### config.mk
export PLATFORM = sky130hd
export DESIGN_NAME = cobs_ring_frame_writer_top_flat
export DESIGN_NICKNAME = d
export VERILOG_FILES = /design/src/hw/rtl/crfw_pkg.sv /design/src/hw/rtl/crfw_in_if.sv /design/src/hw/rtl/crfw_out_if.sv /design/src/hw/rtl/crfw_cfg_if.sv /design/src/hw/rtl/crfw_front.sv /design/src/hw/rtl/crfw_queue.sv /design/src/hw/rtl/crfw_back.sv /design/src/hw/rtl/cobs_ring_frame_writer_top.sv /design/src/flat_wrapper.sv
export SDC_FILE = /design/constraint.sdc
export NUM_CORES = 1
export LEC_CHECK = 0
export BUFFER_PORTS_ARGS = -buffer_cell sky130_fd_sc_hd__buf_2
export CAP_MARGIN = 15
export CELL_PAD_IN_SITES_DETAIL_PLACEMENT = 1
export CELL_PAD_IN_SITES_GLOBAL_PLACEMENT = 1
export CORE_ASPECT_RATIO = 0.7
export CORE_MARGIN = 4
export CORE_UTILIZATION = 44
export DETAILED_ROUTE_END_ITERATION = 12
export PLACE_DENSITY = 0.89
export SLEW_MARGIN = 20
export SYNTH_ARGS = -nofsm -noshare
export SYNTH_HDL_FRONTEND = slang
export SYNTH_SLANG_ARGS = --single-unit
### constraint.sdc
create_clock -name i_clk -period 8.31 [get_ports i_clk]
set_input_delay 0.4155 -clock i_clk [delete_from_list [all_inputs] [get_ports i_clk]]
set_output_delay 0.4155 -clock i_clk [all_outputs]
set_load 0.05 [all_outputs]
### src/hw/rtl/crfw_pkg.sv
// ----------------------------------------------------------------------------
// crfw_pkg: shared types and constants for the COBS ring frame writer
// Index widths, action and result codes, and the command that the front
// hands to the back through the queue.
// ----------------------------------------------------------------------------
`default_nettype none

package crfw_pkg;

    // Ring geometry
    localparam int RING_DEPTH = 1024;
    localparam int IDX_W      = 10;
    localparam int SIZE_W     = 11;
    localparam int BYTE_W     = 8;
    localparam int MAX_SIZE   = (RING_DEPTH < 1024) ? RING_DEPTH : 1024;
    localparam logic [SIZE_W-1:0] TOP_SIZE   = SIZE_W'(MAX_SIZE);
    localparam logic [SIZE_W-1:0] MIN_SIZE   = SIZE_W'(2);
    localparam logic [SIZE_W-1:0] RESET_SIZE = SIZE_W'(1024);
    localparam logic [BYTE_W-1:0] MAX_CODE   = 8'hFF;

    // Results per item and the queue between front and back
    localparam int MAX_RESULTS = 4;
    localparam int RES_IDX_W   = $clog2(MAX_RESULTS);
    localparam int QUEUE_DEPTH = 2;
    localparam int QPTR_W      = $clog2(QUEUE_DEPTH);
    localparam int QCNT_W      = $clog2(QUEUE_DEPTH + 1);

    typedef enum logic [1:0] {
        ACT_OPEN   = 2'd0,
        ACT_DATA   = 2'd1,
        ACT_COMMIT = 2'd2
    } t_action;

    typedef enum logic [1:0] {
        KIND_WRITE   = 2'd0,
        KIND_PUBLISH = 2'd1,
        KIND_REJECT  = 2'd2
    } t_kind;

    typedef struct packed {
        t_kind              kind;
        logic [IDX_W-1:0]   slot_address;
        logic [BYTE_W-1:0]  slot_value;
    } t_result;

    typedef struct packed {
        t_result [MAX_RESULTS-1:0]  res;
        logic [RES_IDX_W-1:0]       last_idx;
    } t_cmd;

    typedef struct packed {
        logic               full;
        logic               empty;
        logic [QCNT_W-1:0]  count;
    } t_q_status;

endpackage

`default_nettype wire

### src/hw/rtl/crfw_in_if.sv
// ----------------------------------------------------------------------------
// crfw_in_if: input channel of the COBS ring frame writer
// One item is an action, a payload byte and the reader position.
// ----------------------------------------------------------------------------
`default_nettype none

interface crfw_in_if;
    logic                          valid;
    logic                          ready;
    logic [1:0]                    action;
    logic [crfw_pkg::BYTE_W-1:0]   data_byte;
    logic [crfw_pkg::IDX_W-1:0]    reader_index;

    modport source (output valid, output action, output data_byte,
                    output reader_index, input ready);
    modport sink   (input valid, input action, input data_byte,
                    input reader_index, output ready);
endinterface

`default_nettype wire

### src/hw/rtl/crfw_out_if.sv
// ----------------------------------------------------------------------------
// crfw_out_if: result channel of the COBS ring frame writer
// One item is a ring write, a publish or a rejection notice.
// ----------------------------------------------------------------------------
`default_nettype none

interface crfw_out_if;
    logic                          valid;
    logic                          ready;
    logic [1:0]                    kind;
    logic [crfw_pkg::IDX_W-1:0]    slot_address;
    logic [crfw_pkg::BYTE_W-1:0]   slot_value;
    logic                          last;

    modport source (output valid, output kind, output slot_address,
                    output slot_value, output last, input ready);
    modport sink   (input valid, input kind, input slot_address,
                    input slot_value, input last, output ready);
endinterface

`default_nettype wire

### src/hw/rtl/crfw_cfg_if.sv
// ----------------------------------------------------------------------------
// crfw_cfg_if: configuration write channel
// Carries the ring size register value.
// ----------------------------------------------------------------------------
`default_nettype none

interface crfw_cfg_if;
    logic                          valid;
    logic                          ready;
    logic [crfw_pkg::SIZE_W-1:0]   ring_size;

    modport source (output valid, output ring_size, input ready);
    modport sink   (input valid, input ring_size, output ready);
endinterface

`default_nettype wire

### src/hw/rtl/crfw_front.sv
// ----------------------------------------------------------------------------
// crfw_front: accept and classify actions
// Holds the ring pointers and frame state, runs the full checks and builds
// the list of results for one item combinationally.
// ----------------------------------------------------------------------------
`default_nettype none

module crfw_front (
    input  wire                 i_clk,
    input  wire                 i_rst_n,
    crfw_in_if.sink             i_in,
    crfw_cfg_if.sink            i_cfg,
    output logic                o_push_valid,
    output crfw_pkg::t_cmd      o_push_cmd,
    input  wire                 i_push_ready
);
    import crfw_pkg::*;

    logic [SIZE_W-1:0]  r_ring_size;
    logic [IDX_W-1:0]   r_marker, n_marker;
    logic [IDX_W-1:0]   r_write, n_write;
    logic               r_open, n_open;

    logic [SIZE_W-1:0]  eff_size;
    logic [IDX_W-1:0]   np_w, np_w2;
    logic [BYTE_W-1:0]  d_w, d_w2;
    logic               blk_w, blk_w2, accept;
    t_cmd               cmd;
    logic               has_res;

    function automatic logic [IDX_W-1:0] next_pos(input logic [IDX_W-1:0] p,
                                                  input logic [SIZE_W-1:0] s);
        logic [SIZE_W-1:0] n;
        n = {1'b0, p} + SIZE_W'(1);
        if (n >= s) n = '0;
        return n[IDX_W-1:0];
    endfunction

    function automatic logic [BYTE_W-1:0] block_dist(input logic [IDX_W-1:0] m,
                                                     input logic [IDX_W-1:0] w,
                                                     input logic [SIZE_W-1:0] s);
        logic [SIZE_W-1:0] d;
        if (m > w) d = s - {1'b0, m} + {1'b0, w};
        else       d = {1'b0, w} - {1'b0, m};
        return d[BYTE_W-1:0];
    endfunction

    function automatic t_result mk(input t_kind k, input logic [IDX_W-1:0] a,
                                   input logic [BYTE_W-1:0] v);
        t_result r;
        r.kind         = k;
        r.slot_address = a;
        r.slot_value   = v;
        return r;
    endfunction

    assign i_cfg.ready  = 1'b1;
    assign accept       = i_in.valid && i_push_ready;
    assign i_in.ready   = i_push_ready;
    assign o_push_valid = accept && has_res;
    assign o_push_cmd   = cmd;

    // Clamp the ring size and precompute positions and distances
    always_comb begin
        if (r_ring_size < MIN_SIZE)      eff_size = MIN_SIZE;
        else if (r_ring_size > TOP_SIZE) eff_size = TOP_SIZE;
        else                             eff_size = r_ring_size;
        np_w   = next_pos(r_write, eff_size);
        np_w2  = next_pos(np_w, eff_size);
        d_w    = block_dist(r_marker, r_write, eff_size);
        d_w2   = block_dist(r_marker, np_w, eff_size);
        blk_w  = (i_in.reader_index == np_w);
        blk_w2 = (i_in.reader_index == np_w2);
    end

    // Classify the action and build its results
    always_comb begin
        n_marker = r_marker;
        n_write  = r_write;
        n_open   = r_open;
        cmd      = '0;
        has_res  = 1'b0;
        case (i_in.action)
            ACT_OPEN: begin
                if (!r_open) begin
                    has_res = 1'b1;
                    if (blk_w) begin
                        cmd.res[0] = mk(KIND_REJECT, r_write, '0);
                    end else begin
                        cmd.res[0] = mk(KIND_WRITE, r_write, '0);
                        n_marker   = r_write;
                        n_write    = np_w;
                        n_open     = 1'b1;
                    end
                end
            end
            ACT_DATA: begin
                if (r_open) begin
                    has_res = 1'b1;
                    if (blk_w) begin
                        cmd.res[0] = mk(KIND_REJECT, r_marker, '0);
                    end else if (i_in.data_byte == '0) begin
                        // zero byte closes the block
                        cmd.res[0]   = mk(KIND_WRITE, r_marker, d_w);
                        cmd.res[1]   = mk(KIND_WRITE, r_write, '0);
                        cmd.last_idx = RES_IDX_W'(1);
                        n_marker     = r_write;
                        n_write      = np_w;
                    end else if (d_w2 == MAX_CODE && blk_w2) begin
                        cmd.res[0] = mk(KIND_REJECT, r_marker, '0);
                    end else begin
                        cmd.res[0] = mk(KIND_WRITE, r_write, i_in.data_byte);
                        n_write    = np_w;
                        if (d_w2 == MAX_CODE) begin
                            // full run closes the block after the byte
                            cmd.res[1]   = mk(KIND_WRITE, r_marker, d_w2);
                            cmd.res[2]   = mk(KIND_WRITE, np_w, '0);
                            cmd.last_idx = RES_IDX_W'(2);
                            n_marker     = np_w;
                            n_write      = np_w2;
                        end
                    end
                end
            end
            ACT_COMMIT: begin
                if (r_open) begin
                    has_res = 1'b1;
                    if (blk_w) begin
                        cmd.res[0] = mk(KIND_REJECT, r_marker, '0);
                    end else begin
                        cmd.res[0]   = mk(KIND_WRITE, r_marker, d_w);
                        cmd.res[1]   = mk(KIND_WRITE, r_write, '0);
                        cmd.res[2]   = mk(KIND_PUBLISH, np_w, '0);
                        cmd.last_idx = RES_IDX_W'(2);
                        n_marker     = r_write;
                        n_write      = np_w;
                        n_open       = 1'b0;
                    end
                end
            end
            default: begin
                has_res = 1'b0;
            end
        endcase
    end

    // Hold the ring size register
    always_ff @(posedge i_clk) begin
        if (!i_rst_n) begin
            r_ring_size <= RESET_SIZE;
        end else if (i_cfg.valid) begin
            r_ring_size <= i_cfg.ring_size;
        end
    end

    // Advance the frame state on each accepted item
    always_ff @(posedge i_clk) begin
        if (!i_rst_n) begin
            r_marker <= '0;
            r_write  <= '0;
            r_open   <= 1'b0;
        end else if (accept) begin
            r_marker <= n_marker;
            r_write  <= n_write;
            r_open   <= n_open;
        end
    end

endmodule

`default_nettype wire

### src/hw/rtl/crfw_queue.sv
// ----------------------------------------------------------------------------
// crfw_queue: command queue between front and back
// Small register FIFO of result lists so both sides stall on their own.
// ----------------------------------------------------------------------------
`default_nettype none

module crfw_queue (
    input  wire                     i_clk,
    input  wire                     i_rst_n,
    input  wire                     i_push_valid,
    input  crfw_pkg::t_cmd          i_push_cmd,
    output logic                    o_push_ready,
    output logic                    o_head_valid,
    output crfw_pkg::t_cmd          o_head_cmd,
    input  wire                     i_pop,
    output crfw_pkg::t_q_status     o_status
);
    import crfw_pkg::*;

    t_cmd               r_mem [QUEUE_DEPTH];
    logic [QPTR_W-1:0]  r_wr_ptr, r_rd_ptr;
    logic [QCNT_W-1:0]  r_count;
    logic               do_push, do_pop;

    assign o_push_ready    = (r_count != QCNT_W'(QUEUE_DEPTH));
    assign o_head_valid    = (r_count != '0);
    assign o_head_cmd      = r_mem[r_rd_ptr];
    assign do_push         = i_push_valid && o_push_ready;
    assign do_pop          = i_pop && o_head_valid;
    assign o_status.full   = !o_push_ready;
    assign o_status.empty  = !o_head_valid;
    assign o_status.count  = r_count;

    // Store pushed commands
    always_ff @(posedge i_clk) begin
        if (do_push) begin
            r_mem[r_wr_ptr] <= i_push_cmd;
        end
    end

    // Advance pointers and count
    always_ff @(posedge i_clk) begin
        if (!i_rst_n) begin
            r_wr_ptr <= '0;
            r_rd_ptr <= '0;
            r_count  <= '0;
        end else begin
            if (do_push) r_wr_ptr <= r_wr_ptr + QPTR_W'(1);
            if (do_pop)  r_rd_ptr <= r_rd_ptr + QPTR_W'(1);
            if (do_push && !do_pop)      r_count <= r_count + QCNT_W'(1);
            else if (do_pop && !do_push) r_count <= r_count - QCNT_W'(1);
        end
    end

endmodule

`default_nettype wire

### src/hw/rtl/crfw_back.sv
// ----------------------------------------------------------------------------
// crfw_back: emit results
// Walks the queue head's results, one per cycle while the output is ready.
// ----------------------------------------------------------------------------
`default_nettype none

module crfw_back (
    input  wire                 i_clk,
    input  wire                 i_rst_n,
    input  wire                 i_head_valid,
    input  crfw_pkg::t_cmd      i_head_cmd,
    output logic                o_pop,
    crfw_out_if.source          o_out
);
    import crfw_pkg::*;

    logic [RES_IDX_W-1:0]   r_idx, n_idx;
    t_result                cur;
    logic                   is_last, fire;

    assign cur                = i_head_cmd.res[r_idx];
    assign is_last            = (r_idx == i_head_cmd.last_idx);
    assign fire               = o_out.valid && o_out.ready;
    assign o_out.valid        = i_head_valid;
    assign o_out.kind         = cur.kind;
    assign o_out.slot_address = cur.slot_address;
    assign o_out.slot_value   = cur.slot_value;
    assign o_out.last         = is_last;
    assign o_pop              = fire && is_last;

    // Step through the list, restart at the next command
    always_comb begin
        n_idx = r_idx;
        if (fire) n_idx = is_last ? '0 : r_idx + RES_IDX_W'(1);
    end

    always_ff @(posedge i_clk) begin
        if (!i_rst_n) begin
            r_idx <= '0;
        end else begin
            r_idx <= n_idx;
        end
    end

endmodule

`default_nettype wire

### src/hw/rtl/cobs_ring_frame_writer_top.sv
// ----------------------------------------------------------------------------
// cobs_ring_frame_writer_top: COBS frame writer into a ring buffer
// Front classifies actions, a two-entry queue decouples it from the back,
// which streams the ring writes and publishes.
// ----------------------------------------------------------------------------
// The front takes one action item per cycle unless the queue is full and
// turns it into up to three result items (none when the action is ignored;
// otherwise a rejection, ring writes with the back-patched code and
// delimiter, and the publish on commit); the back sends them one per cycle
// while the result port is ready, so the sustained rate is set by that single
// result port. A two-entry command queue lets new items enter while results
// are still draining. The ring size register is written over its own
// channel, only while the block is idle, as a rule for the user that the
// block itself does not enforce; there is no start-up clearing pass.
`default_nettype none

module cobs_ring_frame_writer_top (
    input  wire         i_clk,
    input  wire         i_rst_n,
    crfw_in_if.sink     i_in,
    crfw_cfg_if.sink    i_cfg,
    crfw_out_if.source  o_out
);
    import crfw_pkg::*;

    logic       push_valid, push_ready, head_valid, pop;
    t_cmd       push_cmd, head_cmd;
    t_q_status  q_status;

    crfw_front u_front (
        .i_clk        (i_clk),
        .i_rst_n      (i_rst_n),
        .i_in         (i_in),
        .i_cfg        (i_cfg),
        .o_push_valid (push_valid),
        .o_push_cmd   (push_cmd),
        .i_push_ready (push_ready)
    );

    crfw_queue u_queue (
        .i_clk        (i_clk),
        .i_rst_n      (i_rst_n),
        .i_push_valid (push_valid),
        .i_push_cmd   (push_cmd),
        .o_push_ready (push_ready),
        .o_head_valid (head_valid),
        .o_head_cmd   (head_cmd),
        .i_pop        (pop),
        .o_status     (q_status)
    );

    crfw_back u_back (
        .i_clk        (i_clk),
        .i_rst_n      (i_rst_n),
        .i_head_valid (head_valid),
        .i_head_cmd   (head_cmd),
        .o_pop        (pop),
        .o_out        (o_out)
    );

    // A rejection is always the only result of its item
    a_reject_last: assert property (@(posedge i_clk) disable iff (!i_rst_n)
        (o_out.valid && o_out.kind == KIND_REJECT) |-> o_out.last)
        else $error("rejection not marked last");

    // A publish always ends its item
    a_publish_last: assert property (@(posedge i_clk) disable iff (!i_rst_n)
        (o_out.valid && o_out.kind == KIND_PUBLISH) |-> o_out.last)
        else $error("publish not marked last");

    // No result without a queued command
    a_empty_idle: assert property (@(posedge i_clk) disable iff (!i_rst_n)
        q_status.empty |-> !o_out.valid)
        else $error("result shown with empty queue");

    // Full queue stops the input
    a_full_stall: assert property (@(posedge i_clk) disable iff (!i_rst_n)
        q_status.full |-> !i_in.ready)
        else $error("input ready while queue full");

endmodule

`default_nettype wire

### src/flat_wrapper.sv
// flat-port wrapper written by rule: the top's interface ports become plain ports
module cobs_ring_frame_writer_top_flat import crfw_pkg::*;
  (i_clk, i_rst_n, i_in_valid, i_in_action, i_in_data_byte, i_in_reader_index, i_in_ready, i_cfg_valid, i_cfg_ring_size, i_cfg_ready, o_out_valid, o_out_kind, o_out_slot_address, o_out_slot_value, o_out_last, o_out_ready);
  crfw_in_if i_in_i ();
  crfw_cfg_if i_cfg_i ();
  crfw_out_if o_out_i ();
  input  wire i_clk;
  input  wire i_rst_n;
  input wire logic [$bits(i_in_i.valid)-1:0] i_in_valid;
  input wire logic [$bits(i_in_i.action)-1:0] i_in_action;
  input wire logic [$bits(i_in_i.data_byte)-1:0] i_in_data_byte;
  input wire logic [$bits(i_in_i.reader_index)-1:0] i_in_reader_index;
  output wire logic [$bits(i_in_i.ready)-1:0] i_in_ready;
  input wire logic [$bits(i_cfg_i.valid)-1:0] i_cfg_valid;
  input wire logic [$bits(i_cfg_i.ring_size)-1:0] i_cfg_ring_size;
  output wire logic [$bits(i_cfg_i.ready)-1:0] i_cfg_ready;
  output wire logic [$bits(o_out_i.valid)-1:0] o_out_valid;
  output wire logic [$bits(o_out_i.kind)-1:0] o_out_kind;
  output wire logic [$bits(o_out_i.slot_address)-1:0] o_out_slot_address;
  output wire logic [$bits(o_out_i.slot_value)-1:0] o_out_slot_value;
  output wire logic [$bits(o_out_i.last)-1:0] o_out_last;
  input wire logic [$bits(o_out_i.ready)-1:0] o_out_ready;
  assign i_in_i.valid = i_in_valid;
  assign i_in_i.action = i_in_action;
  assign i_in_i.data_byte = i_in_data_byte;
  assign i_in_i.reader_index = i_in_reader_index;
  assign i_in_ready = i_in_i.ready;
  assign i_cfg_i.valid = i_cfg_valid;
  assign i_cfg_i.ring_size = i_cfg_ring_size;
  assign i_cfg_ready = i_cfg_i.ready;
  assign o_out_valid = o_out_i.valid;
  assign o_out_kind = o_out_i.kind;
  assign o_out_slot_address = o_out_i.slot_address;
  assign o_out_slot_value = o_out_i.slot_value;
  assign o_out_last = o_out_i.last;
  assign o_out_i.ready = o_out_ready;
  cobs_ring_frame_writer_top u_core (.i_clk(i_clk), .i_rst_n(i_rst_n), .i_in(i_in_i), .i_cfg(i_cfg_i), .o_out(o_out_i));
endmodule
==> flow_summary.ini <==
[synthesis]
synth_cell_types = 88
synth_top_flop_cell = edfxtp_1
synthCells = 1032
synth_area_um2 = 10070
async_flop_share_pct = 0
ys_seq_area_share_pct = 37.58
synthesis.nets = 1143
synth.area.top_cells = edfxtp_1 (30%), ha_1 (8.9%), dfxtp_1 (7.8%), mux2i_1 (4.7%), mux4_2 (4.0%)
yosysTopAreaCellShare_pct = 29.82
yosysWarnings = 0
ys_ff_latch = 139
avgSynthCellArea_um2 = 9.756
synth_top_area_cell = edfxtp_1
synth_edf_count = 100

[cells_and_area]
diodes = 0
drive_gt1_share_pct = 17.71
synthToLayoutAreaGrowth_pct = 13.59
finalNetCount = 1205

[timing]
tightest_slew_ps = 826.6
fin_hold_ws_ps = 210.6
drv_slew = 0
skew_ps = 13.01
finalWorstPathRequiredPeriod_ps = 8012
setup_viol = 0
tns_ps = 0
fin_crit_sh_pct = 96.42
setup_ws_ps = 297.7
hold_violations = 0
timing.slew.headroom_pct = 44.69
timing.fmax_mhz = 124.8

[worst_setup_path]
max_stage_delay_ps = 660
crit_slowest_cell = or4_1
worstPathRequired_ps = 8640
rrSetupSlack_ps = 300
worstPathArrival_ps = 8350
worst-path-max-fanout = 11
critPathLaunchType = flop
reg2reg_to = u_core.u_front.r_write[5]$_SDFFE_PN0P_
worst_setup_path_end_kind = flop
r2r.worst_path.cells = 29
crit_type = flop to flop
r2r_start = u_core.u_front.r_write[2]$_SDFFE_PN0P_
crit_path_frequent_cell = ha_1

[place]
pre_cts_ws_ps = 232.0
portBuffers = 58
finalWeightedCongestion = 1.017
hpwl_um = 26120

[die]
initial_core_util_pct = 44.63
fp-row-count = 46
core_region_area_um2 = 22560
dieHeight_um = 134.6
ioPinCount = 60
fp.dieW_um = 188.8
dieArea_um2 = 25400

[global_route]
antenna_found_initial = 1
use_met2_pct = 44.21
grt-busiest-layer = met2
grt_max_degree = 51
grt_use_met1_pct = 38.59
grt_pass1_wl_um = 55320
overflow = 0
grtUsageTotal_pct = 28.49
grt_use_met3_pct = 8.966
grt_pass1_vias = 9268

[clocking]
cts_sinks = 139
path_clk_slew_ps = 70
post_cts_resized = 0
cts_hold_buf = 0
ctsLongestPathBuffers = 2
insertion_delay_ps = 440
cts_tree = done
cts-root-buf = clkbuf_16
cts_setup_buffers = 0
cts_max_level = 4
numCtsBuffers = 17

[min_path]
hold_depth = 3
hold_start = i_cfg_ring_size[10]
hold-path-endpoint = u_core.u_front.r_ring_size[10]$_SDFFE_PN1P_
hold_path.class = input port to flop

[detailed_routing]
route.detailed.wl_per_inst_um = 25.28
drt_first_pass_iters = 8
drtAntennaViolNets = 0
routed_wl_um = 35870
vias = 9136
viasPerCell = 6.438
drtIter0Drc = 1141
drcViolationCount = 0

[run]
maxCapViolations = 0

[pwr]
p_per_area_nw_per_um2 = 197.6
p_leak_nw = 4.442
peakVddDrop_v = 0.0001662

[run_status]
status = finished, final reports clean
worst max-delay path, delay by kind of cell, from the launching register on:
kind / cells / cell delay, ps
buffers and inverters: 2 / 320
XOR/XNOR: 1 / 130
adder cells (fa/ha/maj): 4 / 1270
AND/OR/NAND/NOR: 12 / 3360
flip-flops: 1 / 610
AO/OA/AOI/OAI: 10 / 2210
sequential cells by signal, indices dropped and copies added, names as in the netlist, named ones only:
register                    cells
u_core.u_front.r_write         10
u_core.u_front.r_marker        10
u_core.u_queue.r_mem          100
u_core.u_queue.r_wr_ptr         1
u_core.u_back.r_idx             2
u_core.u_queue.r_rd_ptr         1
u_core.u_front.r_ring_size     11
u_core.u_queue.r_count          2
worst max-delay path by stage:
stage,cells after the start,slack [ps],endpoint,start
after floorplan,33,510,u_core.u_front.r_write[5]$_SDFFE_PN0P_,u_core.u_front.r_write[0]$_SDFFE_PN0P_
after global placement,32,510,u_core.u_queue.r_mem[1][54]$_DFFE_PP_,u_core.u_front.r_write[0]$_SDFFE_PN0P_
after detailed placement,30,230,u_core.u_queue.r_mem[1][54]$_DFFE_PP_,u_core.u_front.r_write[0]$_SDFFE_PN0P_
after CTS,29,90,u_core.u_queue.r_mem[1][9]$_DFFE_PP_,u_core.u_front.r_write[0]$_SDFFE_PN0P_
after global routing,31,-90,u_core.u_queue.r_mem[1][9]$_DFFE_PP_,u_core.u_front.r_write[0]$_SDFFE_PN0P_
final,29,300,u_core.u_front.r_write[5]$_SDFFE_PN0P_,u_core.u_front.r_write[2]$_SDFFE_PN0P_
Yosys cell counts, types with 13 or more instances:
cell type and n:
o21ai_0 38, inv_1 73, dfxtp_1 39, a21oi_1 60, xnor2_1 30, nor2b_1 22, edfxtp_1 100, nand4_1 15
clkbuf_1 28, o22ai_1 13, nand3_1 30, nor3_1 27, mux2i_1 47, a21o_1 16, nor2_1 70, a31oi_1 14
mux4_2 18, and2_1 13, nand2_1 76, ha_1 72
placed cells by master (no fill, tap or decap), types with 17 or more instances in the layout:
cell and instances:
nor3_1 27, nand2_1 76, nor2b_1 20, o21ai_0 34, inv_1 73, clkbuf_16 17, dfxtp_1 38, mux4_2 18
a21oi_1 58, xnor2_1 29, buf_2 58, buf_4 35, mux2i_1 47, nor2_1 68, ha_1 70, edfxtp_1 100
nand3_1 30
kinds of logic after synthesis:
kind of cell	count (synthesis)	share of synthesized area (%)
fa+ha+maj	75	9.544
buf+inv	131	5.356
xor+xnor	42	3.927
other cells	1	0.03725
mux	66	8.836
simple gates	328	16.68
compound gates	250	18.04
flops	139	37.58
per-layer routing:
layer,part of all wire [%],routed length (um)
met1,42,14900
met2,44,15780
met3,12,4159
met4,2.8,1011
met5,0.036,13
metrics by stage:
step                area [um^2]  total power [mW]  cells  util (%)
floorplan                 10070             1.246   1032         -
global placement          10790             1.421   1387     47.84
detailed placement        10790             1.441   1387     47.84
CTS                       11380             2.239   1419     50.44
global route              11440             2.349   1419     50.69
finish                    11440             2.260   1419     50.69
area by class of cell:
| cell class | instances | area (um^2) |
|---|---|---|
| flip-flops and latches | 139 | 3785 |
| fillers | 2557 | 11120 |
| multi-input cells | 762 | 5818 |
| well taps | 312 | 390.4 |
| inverters | 81 | 304.0 |
| clock buffers | 18 | 429.2 |
| clock inverters | 14 | 157.7 |
| repair buffers | 93 | 553.0 |
power by group:
group | switching [mW] | internal (mW) | total [mW] | leakage (nW)
clock | 0.338 | 0.448 | 0.786 | 0.274
sequential | 0.0163 | 0.762 | 0.778 | 1.22
combinational | 0.457 | 0.239 | 0.696 | 2.95
Power figures use the tool's default switching activity.
